<file path="src/rtl/smpq_pkg.sv">
// Shared types and codes for the sorted max-priority queue.
`default_nettype none
package smpq_pkg;

   localparam int ValueWidth = 32;
   localparam int CountOutWidth = 5;

   typedef enum logic {
      CMD_ENQUEUE = 1'b0,
      CMD_DEQUEUE = 1'b1
   } command_type;

   typedef enum logic [1:0] {
      STATUS_OK    = 2'd0,
      STATUS_EMPTY = 2'd1,
      STATUS_FULL  = 2'd2
   } status_type;

   typedef enum logic [2:0] {
      ST_IDLE,
      ST_ENQ,
      ST_HEAD,
      ST_DEQ,
      ST_DONE
   } state_type;

   typedef struct packed {
      logic signed [ValueWidth-1:0] result_value;
      status_type                   status;
      logic                         is_empty;
      logic [CountOutWidth-1:0]     entry_count;
   } rsp_type;

endpackage
`default_nettype wire

</file>
<file path="src/rtl/smpq_out_slot.sv">
// Output register holding one finished result until the receiver takes it.
`default_nettype none
module smpq_out_slot (
   input  wire logic             clock,
   input  wire logic             reset,
   input  wire logic             load,
   input  wire smpq_pkg::rsp_type load_data,
   output logic                  can_load,
   output logic                  rsp_valid,
   input  wire logic             rsp_stall,
   output smpq_pkg::rsp_type     rsp_data
);
   import smpq_pkg::*;

   logic    valid_ff;
   logic    valid_in;
   rsp_type data_ff;

   // The slot frees up in the same cycle its item is taken.
   assign can_load = !valid_ff || !rsp_stall;

   always_comb begin
      valid_in = valid_ff;
      if (load) begin
         valid_in = 1'b1;
      end else if (valid_ff && !rsp_stall) begin
         valid_in = 1'b0;
      end
   end

   always_ff @(posedge clock) begin
      if (reset) begin
         valid_ff <= 1'b0;
      end else begin
         valid_ff <= valid_in;
      end
   end

   always_ff @(posedge clock) begin
      if (load) begin
         data_ff <= load_data;
      end
   end

   assign rsp_valid = valid_ff;
   assign rsp_data  = data_ff;

endmodule
`default_nettype wire

</file>
<file path="src/rtl/sorted_max_priority_queue.sv">
// Top level of the sorted max-priority queue.
//
// A bounded max-priority queue of signed 32-bit values held in descending
// order in one synchronous RAM (one write and one registered read a cycle).
// Request channel (req_valid/req_stall): req_command 0 enqueues req_value,
// 1 removes and returns the largest value. Equal values leave in arrival
// order. Each item yields exactly one result on the response channel
// (rsp_valid/rsp_stall): the removed value (zero otherwise), a status
// (ok, dequeue from empty, enqueue into full dropped), the empty flag and
// the count after the item; the count port carries its low five bits.
// One item is worked on at a time; req_stall is high while it is in work.
// The enqueue insertion scan walks from the tail, one RAM read and one
// write per cycle, moving each smaller entry one place back until it
// meets an entry not smaller than the value; a value that goes to the
// front then passes the head state, which is also how a value enters an
// empty queue. Dequeue returns the front entry while the RAM shifts every
// remaining entry forward by one. Full and empty cases skip the RAM.
// A finished result waits in the output register while the receiver
// stalls; the next item can be accepted meanwhile, and its result is held
// back until the register frees. Reset empties the queue at once; no
// clearing pass runs.
`default_nettype none
module sorted_max_priority_queue #(
   parameter int CAPACITY = 16
) (
   input  wire logic               clock,
   input  wire logic               reset,
   input  wire logic               req_valid,
   output logic                    req_stall,
   input  wire logic               req_command,
   input  wire logic signed [31:0] req_value,
   output logic                    rsp_valid,
   input  wire logic               rsp_stall,
   output logic signed [31:0]      rsp_result_value,
   output logic [1:0]              rsp_status,
   output logic                    rsp_is_empty,
   output logic [4:0]              rsp_entry_count
);
   import smpq_pkg::*;

   localparam int AW = (CAPACITY > 1) ? $clog2(CAPACITY) : 1;
   localparam int CW = $clog2(CAPACITY + 1);

   state_type                    state_ff, state_in;
   logic signed [ValueWidth-1:0] word_ff, word_in;
   logic [AW-1:0]                idx_ff, idx_in;
   logic [CW-1:0]                count_ff, count_in;
   logic signed [ValueWidth-1:0] res_value_ff, res_value_in;
   status_type                   res_status_ff, res_status_in;

   logic signed [ValueWidth-1:0] mem [CAPACITY];
   logic signed [ValueWidth-1:0] rd_data_ff;
   logic [AW-1:0]                rd_addr;
   logic                         wr_en;
   logic [AW-1:0]                wr_addr;
   logic signed [ValueWidth-1:0] wr_data;

   logic    can_load;
   logic    load;
   rsp_type load_data;
   rsp_type rsp_data;

   // Writes land at idx+1 (enqueue) or idx-1 (dequeue) while the read runs
   // the other way, so a read that the scan uses never meets a write to the same entry.
   always_ff @(posedge clock) begin
      if (wr_en) begin
         mem[wr_addr] <= wr_data;
      end
      rd_data_ff <= mem[rd_addr];
   end

   always_comb begin
      state_in      = state_ff;
      word_in       = word_ff;
      idx_in        = idx_ff;
      count_in      = count_ff;
      res_value_in  = res_value_ff;
      res_status_in = res_status_ff;
      rd_addr       = '0;
      wr_en         = 1'b0;
      wr_addr       = '0;
      wr_data       = word_ff;
      load          = 1'b0;

      case (state_ff)
         ST_IDLE: begin
            if (req_valid) begin
               word_in       = req_value;
               res_value_in  = '0;
               res_status_in = STATUS_OK;
               if (req_command == CMD_DEQUEUE) begin
                  if (count_ff == '0) begin
                     res_status_in = STATUS_EMPTY;
                     state_in      = ST_DONE;
                  end else begin
                     rd_addr  = '0;
                     idx_in   = '0;
                     state_in = ST_DEQ;
                  end
               end else begin
                  if (count_ff == CW'(CAPACITY)) begin
                     res_status_in = STATUS_FULL;
                     state_in      = ST_DONE;
                  end else if (count_ff == '0) begin
                     state_in = ST_HEAD;
                  end else begin
                     // Scan from the tail towards the front.
                     rd_addr  = AW'(count_ff - CW'(1));
                     idx_in   = AW'(count_ff - CW'(1));
                     state_in = ST_ENQ;
                  end
               end
            end
         end
         ST_ENQ: begin
            wr_en   = 1'b1;
            wr_addr = idx_ff + AW'(1);
            if (word_ff > rd_data_ff) begin
               // Move the smaller entry one place back and keep scanning.
               wr_data = rd_data_ff;
               if (idx_ff == '0) begin
                  state_in = ST_HEAD;
               end else begin
                  idx_in  = idx_ff - AW'(1);
                  rd_addr = idx_ff - AW'(1);
               end
            end else begin
               wr_data  = word_ff;
               count_in = count_ff + CW'(1);
               state_in = ST_DONE;
            end
         end
         ST_HEAD: begin
            wr_en    = 1'b1;
            wr_addr  = '0;
            wr_data  = word_ff;
            count_in = count_ff + CW'(1);
            state_in = ST_DONE;
         end
         ST_DEQ: begin
            if (idx_ff == '0) begin
               res_value_in = rd_data_ff;
            end else begin
               wr_en   = 1'b1;
               wr_addr = idx_ff - AW'(1);
               wr_data = rd_data_ff;
            end
            if (CW'(idx_ff) + CW'(1) == count_ff) begin
               count_in = count_ff - CW'(1);
               state_in = ST_DONE;
            end else begin
               idx_in  = idx_ff + AW'(1);
               rd_addr = idx_ff + AW'(1);
            end
         end
         ST_DONE: begin
            if (can_load) begin
               load     = 1'b1;
               state_in = ST_IDLE;
            end
         end
         default: begin
            state_in = ST_IDLE;
         end
      endcase
   end

   always_ff @(posedge clock) begin
      if (reset) begin
         state_ff <= ST_IDLE;
         count_ff <= '0;
      end else begin
         state_ff <= state_in;
         count_ff <= count_in;
      end
   end

   always_ff @(posedge clock) begin
      word_ff       <= word_in;
      idx_ff        <= idx_in;
      res_value_ff  <= res_value_in;
      res_status_ff <= res_status_in;
   end

   assign load_data.result_value = res_value_ff;
   assign load_data.status       = res_status_ff;
   assign load_data.is_empty     = (count_ff == '0);
   assign load_data.entry_count  = CountOutWidth'(count_ff);

   smpq_out_slot u_out_slot (
      .clock     (clock),
      .reset     (reset),
      .load      (load),
      .load_data (load_data),
      .can_load  (can_load),
      .rsp_valid (rsp_valid),
      .rsp_stall (rsp_stall),
      .rsp_data  (rsp_data)
   );

   assign req_stall        = (state_ff != ST_IDLE);
   assign rsp_result_value = rsp_data.result_value;
   assign rsp_status       = rsp_data.status;
   assign rsp_is_empty     = rsp_data.is_empty;
   assign rsp_entry_count  = rsp_data.entry_count;

endmodule
`default_nettype wire

</file>
<file path="config.mk">
export PLATFORM = sky130hd
export DESIGN_NAME = sorted_max_priority_queue
export DESIGN_NICKNAME = d
export VERILOG_FILES = /design/src/rtl/smpq_pkg.sv /design/src/rtl/smpq_out_slot.sv /design/src/rtl/sorted_max_priority_queue.sv
export SDC_FILE = /design/constraint.sdc
export NUM_CORES = 1
export LEC_CHECK = 0
export ABC_AREA = 1
export BUFFER_PORTS_ARGS = -buffer_cell sky130_fd_sc_hd__buf_2
export CAP_MARGIN = 20
export CELL_PAD_IN_SITES_DETAIL_PLACEMENT = 1
export CELL_PAD_IN_SITES_GLOBAL_PLACEMENT = 2
export CORE_MARGIN = 2
export CORE_UTILIZATION = 47
export CTS_BUF_LIST = sky130_fd_sc_hd__clkbuf_4 sky130_fd_sc_hd__clkbuf_8
export DETAILED_ROUTE_END_ITERATION = 8
export HOLD_SLACK_MARGIN = 0.06
export MAX_ROUTING_LAYER = met4
export PLACE_DENSITY = 0.95
export RECOVER_POWER = 100
export SYNTH_ARGS = -nofsm -noshare
export SYNTH_HDL_FRONTEND = slang
export SYNTH_SLANG_ARGS = --single-unit
</file>
<file path="constraint.sdc">
create_clock -name clock -period 7.1 [get_ports clock]
set_input_delay 1.42 -clock clock [delete_from_list [all_inputs] [get_ports clock]]
set_output_delay 1.42 -clock clock [all_outputs]
set_load 0.1 [all_outputs]
</file>
==> run_results.csv <==
group,metric,value,unit
detailed_routing,vias_per_cell,5.73,
pwr,peakVddDrop,0.000267,V
clock_network,post_cts_buffers,0,
clock_network,clockBufferDepth,3,
status,status,"finished, violations left",
timing,finalCritPeriodShare,83.9,%
timing,max_slew_margin,-154,%
yosys,synth_top_area_share,63.4,%
setup_path,cp.arrival,6.27,ns
place,place_ws,2.08,ns
run,cap_violations,14,
floorplan,io_pins,79,
clock_network,cts.repair.resized,0,
clock_network,htreeDepth,3,
floorplan,coreArea,61800,sq um
setup_path,r2r_cells,12,
yosys,synthCells,2761,
clock_network,tritoncts,"done",
timing,layout_min_cycle_time,5.95,ns
detailed_routing,routedWlPerCell,24.1,um
grt,grt_pass1_vias,22662,
timing,finClkSkew,0.0353,ns
timing,fmax,0.168,GHz
detailed_routing,final_antenna_net_count,0,
yosys,ys_types,44,
yosys,synthTopCellsByArea,"edfxtp_1 (63%), nand3_1 (10%), inv_1 (5.8%)",
setup_path,cp_data_required_time,7.42,ns
detailed_routing,num_vias,21597,
timing,hold_viol,0,
setup_path,startpoint_type,"register",
place,place.gp.congestion,0.837,
timing,setup_ws,1.15,ns
place,place_hpwl,48900,um
clock_network,clkSinkCount,663,
clock_network,cts_made_buffers,108,
yosys,synth-main-ff-cell,"edfxtp_1",
detailed_routing,wirelength,91000,um
yosys,async_flop_share,0,%
clock_network,clkLatencyLatePin,0.73,ns
timing,fin_hold_ws,0.418,ns
setup_path,reg2reg_from,"idx_ff[0]",
detailed_routing,drt-pass1-iter-count,5,
finish,layout-drive-gt1-share,9.25,%
setup_path,r2r_setup_slack,1.15,ns
grt,antenna_found_initial,2,
finish,num-nets-final,2915,
detailed_routing,drc_errors,0,
floorplan,die_h,254,um
grt,grt_max_degree,129,
clock_network,root_buffer,"clkbuf_8",
grt,grt_first_pass_wirelength,136000,um
pwr,power_density,437,nW/um^2
floorplan,die_w,254,um
timing,rsz0062_at_grt,"no",
setup_path,r2r_end,"mem[2][7]",
worst_hold_path,hp-class,"reg -> reg",
yosys,seq_area_frac_synth,66.2,%
grt,grt-ovfl-total,0,
timing,maxSlewViolCount,446,
finish,nFillCells,6666,
yosys,syn_area,29500,sq um
clock_network,clk_pin_slew_worst_paths,0.07,ns
yosys,postSynthAreaPerCell,10.7,sq um
place,io_buffers,78,
yosys,yosysTopAreaCell,"edfxtp_1",
grt,grtUsageTotal,29.1,%
timing,finalSetupTns,0,ns
yosys,synth_fp_nets,2834,
setup_path,crit_start,"idx_ff[0]",
timing,tightest_slew,3.80,ns
yosys,synth_edf_count,622,
floorplan,floorplan.initialDensity,47.7,%
floorplan,die_area,64700,sq um
setup_path,crit_path_end_kind,"register",
yosys,yosysWarningCount,0,
floorplan,rows,91,
status,violations,"max-capacitance violations, max-slew violations",
setup_path,cp-endpoint,"mem[2][7]",
timing,setup_violations,0,
yosys,ys_seq_elements,663,
finish,areaGrowthSynthToFinish,11.3,%
clock_network,cts_hold_buffers,0,
setup_path,crit_type,"reg -> reg",
setup_path,worstPathMaxFanout,38,
pwr,power_leakage,13.2,nW
detailed_routing,first_iter_violations,2198,
finish,utilization,53.1,%
==> layout by cell type, fill, tap and decap left out, types with 19 or more instances in the layout <==
master	count
a22oi_1	32
buf_2	23
ha_1	36
clkbuf_1	69
dfxtp_1	41
a21oi_1	92
inv_1	458
nor2_1	72
clkbuf_8	115
clkinv_1	19
nand2_1	418
clkbuf_4	53
nand3_1	596
buf_4	27
edfxtp_1	622
nand3b_1	97
o21ai_0	82
==> cell type report <==
cell class	instances	area, sq um	share of cell area [%]
sequential	663	19500	59.4
multi-input combinational	1474	7580	23.1
clock buffer	168	1980	6.04
inverter	466	1760	5.35
tap	837	1050	3.19
timing repair buffer	129	694	2.12
clock inverter	31	254	0.774
antenna	1	2.50	0.00763
==> flip-flops by register name, indices dropped and copies added (netlist names) <==
register,flops
mem,512
u_out_slot.rsp_data,40
rd_data_ff,32
res_value_ff,32
word_ff,32
count_ff,5
idx_ff,4
state_ff,3
res_status_ff,2
u_out_slot.rsp_valid,1
==> cells in the mapped netlist, types with 3 or more instances <==
master	count
buf_1	10
buf_2	92
inv_2	7
o22ai_1	3
edfxtp_1	622
nor3_1	3
clkbuf_1	48
nand2_1	418
nand4_1	3
nor2_1	80
nand3_1	596
nand2_2	3
ha_1	36
o21ai_0	81
o211ai_1	3
dfxtp_1	41
xor2_1	4
inv_1	456
nand3b_1	97
nor2_2	3
buf_4	5
a22oi_1	32
buf_6	3
a21oi_1	91
==> logic make-up after synthesis <==
logic type                 count (synthesis)  share of synthesized area [%]
AOI/OAI and AO/OA                        221                           4.16
xor gates and xnor gates                   7                          0.233
adders and majority gates                 36                           1.53
buffers and inverters                    624                           8.49
DFF                                      663                           66.2
and+or+nand+nor                         1210                           19.4
==> how the worst min path moves through the flow <==
stage	from	end	cells past startpoint
detailed placement	res_value_ff[21]	u_out_slot.rsp_data[29]	0
finish	res_value_ff[20]	u_out_slot.rsp_data[28]	0
floorplan	res_value_ff[2]	u_out_slot.rsp_data[10]	0
global route	res_value_ff[31]	u_out_slot.rsp_data[39]	0
global placement	res_value_ff[20]	u_out_slot.rsp_data[28]	0
CTS	res_value_ff[21]	u_out_slot.rsp_data[29]	0
==> worst max-delay path, cell delays in order (launching register included) <==
cell      delay [ns]
edfxtp_1        0.53
inv_1           0.15
ha_1            0.27
nand3_1         0.13
buf_4           0.50
nand2_1         0.59
buf_4           0.42
nand2_1         0.11
o21ai_0         0.15
inv_1           0.12
nand2_1         0.18
nor2_1          1.41
clkbuf_2        0.98
==> per-stage QoR <==
| step | instance area [sq um] | power, mW | instances |
|---|---|---|---|
| 2_1_floorplan | 29500 | 9.13 | 2761 |
| 3_3_place_gp | 30700 | 10.6 | 3558 |
| 3_5_place_dp | 30700 | 10.8 | 3559 |
| 4_1_cts | 32900 | 14.3 | 3758 |
| 5_1_grt | 32800 | 15.0 | 3769 |
| 6_report | 32800 | 14.4 | 3769 |
==> power breakdown <==
| group | internal (mW) | switching, mW | leakage, nW | total [mW] |
|---|---|---|---|---|
| combinational | 1.16 | 3.92 | 5.98 | 5.09 |
| sequential | 5.53 | 0.262 | 6.02 | 5.79 |
| clock | 1.91 | 1.56 | 1.20 | 3.47 |
| total | 8.61 | 5.75 | 13.2 | 14.4 |
==> routing by layer <==
layer  routed length (um)  vias to the layer above  track usage (%)  share of wire, %
met3                 6940                      246             4.30               7.6
li1                     -                     9569                -                 -
met1                37000                    10792             37.1                41
met5                    0                        -                -                 0
met4                 3430                        0             11.6               3.8
met2                43600                      990             47.0                48
Note: power is estimated with default switching activity, not from simulation.
